`config.mk`:
```
export PLATFORM = sky130hd
export DESIGN_NAME = sensor_frame_crc_convert
export DESIGN_NICKNAME = d
export VERILOG_FILES = /design/src/rtl/scf_pkg.sv /design/src/rtl/scf_frame.sv /design/src/rtl/scf_conv.sv /design/src/rtl/sensor_frame_crc_convert.sv
export VERILOG_INCLUDE_DIRS = /design/src /design/src/rtl
export SDC_FILE = /design/constraint.sdc
export NUM_CORES = 1
export LEC_CHECK = 0
export BUFFER_PORTS_ARGS = -buffer_cell sky130_fd_sc_hd__buf_2
export CAP_MARGIN = 10
export CORE_MARGIN = 5
export CORE_UTILIZATION = 64
export CTS_BUF_LIST = sky130_fd_sc_hd__clkbuf_4
export CTS_CLUSTER_DIAMETER = 150
export DETAILED_ROUTE_END_ITERATION = 12
export PLACE_DENSITY = 0.82
export SYNTH_ARGS = -nofsm -noshare
export SYNTH_HDL_FRONTEND = slang
export SYNTH_SLANG_ARGS = --single-unit
export TNS_END_PERCENT = 1
```
`constraint.sdc`:
```
create_clock -name clk -period 6.2 [get_ports clk]
set_clock_uncertainty 0.05 [all_clocks]
set_input_delay 0.62 -clock clk [delete_from_list [all_inputs] [get_ports clk]]
set_output_delay 0.62 -clock clk [all_outputs]
set_load 0.05 [all_outputs]
```
`src/rtl/sensor_frame_crc_convert_macros.svh`:
```
// assertion macros used by the top-level rtl
`ifndef SENSOR_FRAME_CRC_CONVERT_MACROS_SVH
`define SENSOR_FRAME_CRC_CONVERT_MACROS_SVH

// condition that must hold at every edge outside reset
`define SCF_ASSERT_ALWAYS(lbl, cond, msg) \
	lbl: assert property (@(posedge clk) disable iff (!arst_n) (cond)) else $error(msg);

// same-cycle implication
`define SCF_ASSERT_IMP(lbl, ante, cons, msg) \
	lbl: assert property (@(posedge clk) disable iff (!arst_n) (ante) |-> (cons)) else $error(msg);

// next-cycle implication
`define SCF_ASSERT_NEXT(lbl, ante, cons, msg) \
	lbl: assert property (@(posedge clk) disable iff (!arst_n) (ante) |=> (cons)) else $error(msg);

`endif

```
`src/rtl/scf_pkg.sv`:
```
package scf_pkg;

	// crc-8 parameters
	localparam logic [7:0] CRC_INIT = 8'hFF;
	localparam logic [7:0] CRC_POLY = 8'h31;
	localparam logic [7:0] CRC_MSB  = 8'h80;

	// conversion constants
	localparam logic [14:0] TEMP_SPAN   = 15'd17500;
	localparam logic [15:0] TEMP_OFFSET = 16'd4500;
	localparam logic [13:0] HUM_SPAN    = 14'd12500;
	localparam logic [15:0] HUM_OFFSET  = 16'd600;
	localparam logic [13:0] HUM_MAX     = 14'd10000;
	localparam logic [16:0] FULL_SCALE  = 17'd65535;

	// byte position inside the six-byte reply
	typedef enum logic [2:0] {
		POS_T_MSB = 3'd0,
		POS_T_LSB = 3'd1,
		POS_T_CRC = 3'd2,
		POS_H_MSB = 3'd3,
		POS_H_LSB = 3'd4,
		POS_H_CRC = 3'd5
	} scf_pos_t;

	// decoded frame handed to the conversion pipeline
	typedef struct packed {
		logic        good;
		logic [15:0] traw;
		logic [15:0] hraw;
	} scf_frame_t;

	// one byte of crc-8, msb first
	function automatic logic [7:0] crc8_byte(input logic [7:0] crc, input logic [7:0] b);
		logic [7:0] c;
		c = crc ^ b;
		for (int i = 0; i < 8; i++) begin
			if ((c & CRC_MSB) != 8'd0) begin
				c = {c[6:0], 1'b0} ^ CRC_POLY;
			end else begin
				c = {c[6:0], 1'b0};
			end
		end
		return c;
	endfunction

	// floor(p / 65535) for p below 65535 * 32768
	function automatic logic [14:0] div_full_scale(input logic [30:0] p);
		logic [14:0] q0;
		logic [16:0] r;
		q0 = p[30:16];
		r  = {1'b0, p[15:0]} + {2'b00, q0};
		if (r >= FULL_SCALE) begin
			return q0 + 15'd1;
		end
		return q0;
	endfunction

endpackage

```
`src/rtl/scf_frame.sv`:
```
module scf_frame import scf_pkg::*; (
	input  logic       clk,
	input  logic       arst_n,
	input  logic       s_valid,
	output logic       s_ready,
	input  logic [7:0] s_byte,
	input  logic       s_start,
	output logic       f_valid,
	input  logic       f_ready,
	output scf_frame_t f_data
);

	logic       v_s1;
	logic [7:0] byte_s1;
	logic       start_s1;

	scf_pos_t    pos_q, pos_eff, pos_d;
	logic [7:0]  crc_q, crc_d;
	logic [15:0] tword_q, tword_d;
	logic        tgood_q, tgood_d;
	logic [7:0]  hhigh_q, hhigh_d;
	logic [7:0]  hlow_q, hlow_d;
	logic        is_last;
	logic        s1_go;

	// input register
	always_ff @(posedge clk or negedge arst_n) begin
		if (!arst_n) begin
			v_s1 <= 1'b0;
		end else if (s_ready) begin
			v_s1 <= s_valid;
		end
	end

	always_ff @(posedge clk) begin
		if (s_valid && s_ready) begin
			byte_s1  <= s_byte;
			start_s1 <= s_start;
		end
	end

	// a start flag or an unused code restarts at the temperature msb
	always_comb begin
		pos_eff = pos_q;
		if (start_s1 || pos_q > POS_H_CRC) begin
			pos_eff = POS_T_MSB;
		end
	end

	assign is_last = (pos_eff == POS_H_CRC);
	assign s1_go   = v_s1 && (!is_last || f_ready);
	assign s_ready = !v_s1 || s1_go;

	// next position
	always_comb begin
		unique case (pos_eff)
			POS_T_MSB: pos_d = POS_T_LSB;
			POS_T_LSB: pos_d = POS_T_CRC;
			POS_T_CRC: pos_d = POS_H_MSB;
			POS_H_MSB: pos_d = POS_H_LSB;
			POS_H_LSB: pos_d = POS_H_CRC;
			POS_H_CRC: pos_d = POS_T_MSB;
			default:   pos_d = POS_T_MSB;
		endcase
	end

	// crc and word updates per position
	always_comb begin
		crc_d   = crc_q;
		tword_d = tword_q;
		tgood_d = tgood_q;
		hhigh_d = hhigh_q;
		hlow_d  = hlow_q;
		unique case (pos_eff)
			POS_T_MSB: begin
				crc_d   = crc8_byte(CRC_INIT, byte_s1);
				tword_d = {byte_s1, 8'd0};
			end
			POS_T_LSB: begin
				crc_d   = crc8_byte(crc_q, byte_s1);
				tword_d = {tword_q[15:8], byte_s1};
			end
			POS_T_CRC: begin
				tgood_d = (crc_q == byte_s1);
				crc_d   = CRC_INIT;
			end
			POS_H_MSB: begin
				crc_d   = crc8_byte(CRC_INIT, byte_s1);
				hhigh_d = byte_s1;
			end
			POS_H_LSB: begin
				crc_d  = crc8_byte(crc_q, byte_s1);
				hlow_d = byte_s1;
			end
			POS_H_CRC: begin
				crc_d = CRC_INIT;
			end
			default: begin
				crc_d = CRC_INIT;
			end
		endcase
	end

	// frame state
	always_ff @(posedge clk or negedge arst_n) begin
		if (!arst_n) begin
			pos_q   <= POS_T_MSB;
			crc_q   <= CRC_INIT;
			tword_q <= 16'd0;
			tgood_q <= 1'b0;
			hhigh_q <= 8'd0;
			hlow_q  <= 8'd0;
		end else if (s1_go) begin
			pos_q   <= pos_d;
			crc_q   <= crc_d;
			tword_q <= tword_d;
			tgood_q <= tgood_d;
			hhigh_q <= hhigh_d;
			hlow_q  <= hlow_d;
		end
	end

	// completed frame on the humidity crc byte
	assign f_valid     = v_s1 && is_last;
	assign f_data.good = tgood_q && (crc_q == byte_s1);
	assign f_data.traw = tword_q;
	assign f_data.hraw = {hhigh_q, hlow_q};

endmodule

```
`src/rtl/scf_conv.sv`:
```
module scf_conv import scf_pkg::*; (
	input  logic        clk,
	input  logic        arst_n,
	input  logic        f_valid,
	output logic        f_ready,
	input  scf_frame_t  f_data,
	output logic        m_valid,
	input  logic        m_ready,
	output logic        good,
	output logic [14:0] temp,
	output logic [13:0] hum
);

	logic        v_s2, v_s3, v_q;
	scf_frame_t  frm_s2;
	logic        good_s3;
	logic [30:0] tprod_s3;
	logic [30:0] hprod_s3;
	logic        good_q;
	logic [14:0] temp_q;
	logic [13:0] hum_q;
	logic        out_rdy, s3_rdy;

	logic [14:0] tq, hq;
	logic [15:0] tdiff, hdiff;
	logic [14:0] temp_d;
	logic [13:0] hum_d;

	// stage ready chain
	assign out_rdy = !v_q || m_ready;
	assign s3_rdy  = !v_s3 || out_rdy;
	assign f_ready = !v_s2 || s3_rdy;

	always_ff @(posedge clk or negedge arst_n) begin
		if (!arst_n) begin
			v_s2 <= 1'b0;
			v_s3 <= 1'b0;
			v_q  <= 1'b0;
		end else begin
			if (f_ready) v_s2 <= f_valid;
			if (s3_rdy)  v_s3 <= v_s2;
			if (out_rdy) v_q  <= v_s3;
		end
	end

	// frame register
	always_ff @(posedge clk) begin
		if (f_valid && f_ready) begin
			frm_s2 <= f_data;
		end
	end

	// scale both raw words
	always_ff @(posedge clk) begin
		if (v_s2 && s3_rdy) begin
			good_s3  <= frm_s2.good;
			tprod_s3 <= 31'(frm_s2.traw) * 31'(TEMP_SPAN);
			hprod_s3 <= 31'(frm_s2.hraw) * 31'(HUM_SPAN);
		end
	end

	// divide by full scale, offset, clamp humidity
	always_comb begin
		tq    = div_full_scale(tprod_s3);
		hq    = div_full_scale(hprod_s3);
		tdiff = {1'b0, tq} - TEMP_OFFSET;
		hdiff = {1'b0, hq} - HUM_OFFSET;
		temp_d = 15'd0;
		hum_d  = 14'd0;
		if (good_s3) begin
			temp_d = tdiff[14:0];
			priority if (hdiff[15]) begin
				hum_d = 14'd0;
			end else if (hdiff > {2'b00, HUM_MAX}) begin
				hum_d = HUM_MAX;
			end else begin
				hum_d = hdiff[13:0];
			end
		end
	end

	// result register
	always_ff @(posedge clk) begin
		if (v_s3 && out_rdy) begin
			good_q <= good_s3;
			temp_q <= temp_d;
			hum_q  <= hum_d;
		end
	end

	assign m_valid = v_q;
	assign good    = good_q;
	assign temp    = temp_q;
	assign hum     = hum_q;

endmodule

```
`src/rtl/sensor_frame_crc_convert.sv`:
```
// Decodes the six-byte measurement reply of a temperature and humidity sensor, one byte per
// item: temperature msb, lsb, crc, humidity msb, lsb, crc, each crc being crc-8 (poly 0x31,
// init 0xff) over its word. A high tuser on an input item restarts the frame at that byte.
// After the sixth byte one result item comes out: tuser is the good flag (both crcs match),
// tdata holds temperature in 0.01 degC (two's complement, -4500 + floor(17500*raw/65535))
// and humidity in 0.01 %RH (-600 + floor(12500*raw/65535), clamped to 0..10000); both are
// zero when the frame is bad. The block takes one byte every cycle unless the sixth byte waits
// on a full pipeline, each crc update being combinational into the frame state register. A
// result passes the input, frame and scaling multiply registers, then divide and clamp, into
// the result register. Output backpressure only stops the input when the pipeline is full.
`include "sensor_frame_crc_convert_macros.svh"

module sensor_frame_crc_convert import scf_pkg::*; (
	input  logic        clk,
	input  logic        arst_n,
	input  logic        s_axis_tvalid,
	output logic        s_axis_tready,
	input  logic [7:0]  s_axis_tdata,   // [7:0] frame_byte
	input  logic        s_axis_tuser,   // [0] frame_start
	output logic        m_axis_tvalid,
	input  logic        m_axis_tready,
	output logic [31:0] m_axis_tdata,   // [14:0] temperature_centi, [28:15] humidity_centi
	output logic        m_axis_tuser    // [0] frame_good
);

	logic        f_valid;
	logic        f_ready;
	scf_frame_t  f_data;
	logic [14:0] temp;
	logic [13:0] hum;

	// byte assembly and crc check
	scf_frame u_frame (
		.clk     (clk),
		.arst_n  (arst_n),
		.s_valid (s_axis_tvalid),
		.s_ready (s_axis_tready),
		.s_byte  (s_axis_tdata),
		.s_start (s_axis_tuser),
		.f_valid (f_valid),
		.f_ready (f_ready),
		.f_data  (f_data)
	);

	// unit conversion
	scf_conv u_conv (
		.clk     (clk),
		.arst_n  (arst_n),
		.f_valid (f_valid),
		.f_ready (f_ready),
		.f_data  (f_data),
		.m_valid (m_axis_tvalid),
		.m_ready (m_axis_tready),
		.good    (m_axis_tuser),
		.temp    (temp),
		.hum     (hum)
	);

	// pack result item
	assign m_axis_tdata = {3'd0, hum, temp};

	// checks
	`SCF_ASSERT_IMP(a_bad_zero, m_axis_tvalid && !m_axis_tuser, m_axis_tdata[28:0] == 29'd0, "bad frame with nonzero readings")
	`SCF_ASSERT_IMP(a_hum_range, m_axis_tvalid, m_axis_tdata[28:15] <= HUM_MAX, "humidity above full range")
	`SCF_ASSERT_NEXT(a_frame_hold, f_valid && !f_ready, f_valid && $stable(f_data), "frame result lost while stalled")

endmodule
```
==> results.md <==
- For this design the static power due to leakage is 7.60 nW.
- The delay of the slowest critical-path stage is 0.53 ns.
- The buffer type at the clock tree root is clkbuf_4.
- Routability-driven placement finished with a final weighted congestion of 0.932.
- The clock passes through at most 2 buffers.
- The setup TNS after final layout is 0 ns.
- The average wire per cell in the routed design is 15.3 µm.
- The number of antenna violations at the first check in global routing is 1.
- The initial standard-cell utilization of the core is 64.8%.
- Cells fill 68.1% of the core in the end.
- The library cells used most frequently in the layout, excluding fill and tap cells, are 239 x inv_1, 228 x ha_1, 130 x edfxtp_1.
- The die footprint is 27700 µm².
- Yosys mapped the design onto 82 distinct sky130hd cell types.
- The worst setup path is launched from a register.
- The fraction of the cycle the final worst path needs is 92.9%.
- The chip height is 166 µm.
- The first global-routing pass estimated 50.0 mm of wire.
- The number of remaining DRC errors is 0.
- At the pin with the least slew margin, the transition time is 1.12 ns.
- The signal on the critical path passes through buf_4 > ha_1 > inv_1 > fa_1 > inv_1 > ha_1 > ha_1 > inv_1 > fa_1 > inv_1 > ha_1 > a21o_1 > a21oi_1 > nor2_1 > o311ai_0 > a31o_2 > o21ai_0 > nor4_1 > nor3_1 > o31ai_1 > o21bai_1 > a21oi_1 > xnor2_1.
- The final critical path time including I/O delays and setup is 5.76 ns.
- The highest clock rate is 0.174 GHz.
- The number of instances in the synthesized netlist is 1520.
- After clock tree synthesis, the clock-pin slew on the worst setup and hold paths is 0.15 ns.
- The run finished with clean final reports.
- The worst slack at placement is 0.157 ns.
- The total length of routed wires is 29.0 mm.
- Of all flip-flops after synthesis, the portion carrying an async set or reset was 27.0%.
- The depth of the CTS H-tree is 4.
- The largest fanout on the critical path is 4.
- The final setup violation count is 0.
- The number of primary I/O pins is 48.
- The critical path data arrival time is 6.02 ns.
- The initialized floorplan defines 57 standard-cell rows.
- The number of slew-limit violations in the final report is 0.
- Among all stages on the critical path, the largest delay is contributed by fa_1.
- The post-route antenna net violation count is 0.
- Yosys printed 0 warnings.
- Global routing used 21.6% of the available tracks.
- After the last flow step, the layout net total stands at 1896.
- The number of maximum-capacitance constraint violations is 0.
- The pre-antenna-repair detailed-routing pass consisted of 6 iterations.
- The number of global-route vias before repair is 10600.
- The worst setup path is captured at a register.
- The number of clock buffers added by TritonCTS is 17.
- The critical path is of the reg -> reg type.
- Setup repair after global routing left no endpoint under its margin.
- After synthesis the netlist holds a flip-flop and latch count of 178.
- The final-layout fill cell count is 1781.
- Dividing the synthesized area by the synthesized cell count gives 10.3 µm².
- The number of endpoints with negative hold slack in the final report was 0.
- The required time at the worst-slack endpoint is 6.46 ns.
- The predominant post-synthesis flop cell is edfxtp_1.
- The number of sinks driven by the clock tree is 178.
- Dividing total power by cell area gives a power density of 204 nW/µm².
- The HPWL reported at the end of detailed placement is 23.8 mm.
- The number of setup buffers added after CTS is 0.
- The violation count after the first detailed-route iteration is 610.
- In this run the standard cell core region covers 24200 µm².
- The die is 166 µm wide.
- The clock insertion delay at the later pin of the skew report is 0.55 ns.
- Yosys mapped a number of flops with a built-in enable equal to 130.
- The CTS tree is built.
- The area of the mapped netlist is 15700 µm².
- The largest net degree at the start of global routing is 59.
- Cells with a size suffix above 1 make up 9.00% of the layout.
- Dividing the detail-routed via count by the number of cells gives 5.58.
- The number of vias after detailed routing is 10600.
- The library cell used most frequently in the layout, excluding fill and tap cells, is inv_1.
- Global routing finished with a remaining overflow of 0.
- The growth of design area from synthesis to finish is 5.13%.
- The worst min-delay path category is in -> reg.
- VDD sags by at most 0.208 mV.
- The final worst setup slack is 0.441 ns.
- The share of synthesized area occupied by flip-flops and latches is 32.7%.
- In this run the tool buffered the top-level ports with 44 buffer cells.
- The hold buffer count at cts is 0.
- Headroom to the max-slew limit came out at 25.5%.
==> worst max-delay path: cells and delay by family (launching register included) <==
family | cells | cell delay, ns
flops | 1 | 0.42
simple gates | 3 | 0.50
compound gates | 8 | 1.90
fa+ha+maj | 6 | 2.20
xor+xnor | 1 | 0.08
buf+inv | 5 | 0.36
==> where the power goes <==
| part | switching, mW | leakage [nW] | total [mW] | internal [mW] |
|---|---|---|---|---|
| Combinational | 0.670 | 5.69 | 1.23 | 0.560 |
| Sequential | 0.0960 | 1.78 | 1.57 | 1.48 |
| Clock | 0.390 | 0.130 | 0.552 | 0.161 |
==> sequential cells by signal (all words and copies together), names as in the netlist <==
register / cells
u_conv.hum: 14
u_conv.m_valid: 1
u_frame.tgood_q: 1
u_conv.good: 1
u_frame.hlow_q: 8
u_conv.temp: 15
u_frame.byte_s1: 8
u_conv.good_s3: 1
u_frame.v_s1: 1
u_conv.frm_s2: 33
u_conv.tprod_s3: 29
u_conv.v_s3: 1
u_frame.hhigh_q: 8
u_conv.hprod_s3: 28
u_frame.pos_q: 3
u_frame.crc_q: 8
u_frame.start_s1: 1
u_conv.v_s2: 1
u_frame.tword_q: 16
==> per-layer routing <==
layer / up-vias / part of all wire (%) / routed length, µm / global-route usage (%)
met4: 0 / 2.7 / 784 / 7.58
met2: 240 / 47 / 13600 / 35.1
met5: - / 0 / 0 / 0
met3: 51 / 3.9 / 1120 / 2.87
li1: 5345 / - / - / -
met1: 4975 / 47 / 13500 / 30.0
==> through the flow <==
step / std cells / hold slack, ns / cell area, µm² / total power, mW
floorplan: 1522 / 0.274 / 15700 / 2.57
global placement: 1868 / 0.381 / 16200 / 2.77
detailed placement: 1868 / 0.378 / 16200 / 2.81
CTS: 1900 / 0.129 / 16400 / 3.36
global route: 1902 / 0.107 / 16500 / 3.61
finish: 1902 / 0.181 / 16500 / 3.35
==> what timing repair did <==
item                                    in CTS  in global routing
endpoints found under the setup margin       0                  2
hold endpoints to repair                     0                  0
resized for setup                            0                  4
==> logic make-up after synthesis <==
group	synth area share, %
mux	1.81
simple gates	12.2
fa+ha+maj	29.8
other cells	0.0239
compound gates	10.1
buf+inv	6.58
xor+xnor	6.76
flops	32.7
==> synth_stat cells, types with 32 or more instances <==
| cell type | number | area (µm²) |
|---|---|---|
| inv_1 | 239 | 897 |
| xnor2_1 | 84 | 736 |
| nor3_1 | 40 | 200 |
| ha_1 | 228 | 2850 |
| edfxtp_1 | 130 | 3900 |
| dfrtp_1 | 40 | 1000 |
| xor2_1 | 35 | 307 |
| nand3_1 | 32 | 160 |
| fa_1 | 91 | 1820 |
| nand2_1 | 88 | 330 |
| nor2_1 | 103 | 387 |
| a21oi_1 | 48 | 240 |
| o21ai_0 | 52 | 260 |
==> worst paths after layout <==
path | startpoint | endpoint | slack (ns) | cells after the start
max reg2reg | u_conv.frm_s2[20] | u_conv.tprod_s3[29] | 0.44 | 23
max | u_conv.frm_s2[20] | u_conv.tprod_s3[29] | 0.44 | 23
min in group asynchronous | arst_n | u_conv.m_valid | 0.20 | 1
max in group asynchronous | arst_n | u_frame.tword_q[7] | 5.25 | 1
min reg2reg | u_frame.tword_q[15] | u_conv.frm_s2[31] | 0.41 | 0
min | s_axis_tdata[5] | u_frame.byte_s1[5] | 0.18 | 1
==> layout make-up <==
cell class,count,area [µm²],area share [%]
repair buffers,51,270,1.64
clock inverters,14,90.1,0.547
well taps,324,405,2.46
clock buffers,18,135,0.821
diodes,1,2.50,0.0152
flip-flops and latches,178,5110,31.1
multi-input cells,1077,9550,58.0
inverters,239,897,5.45
No activity file was read; power rests on OpenSTA's default activity.
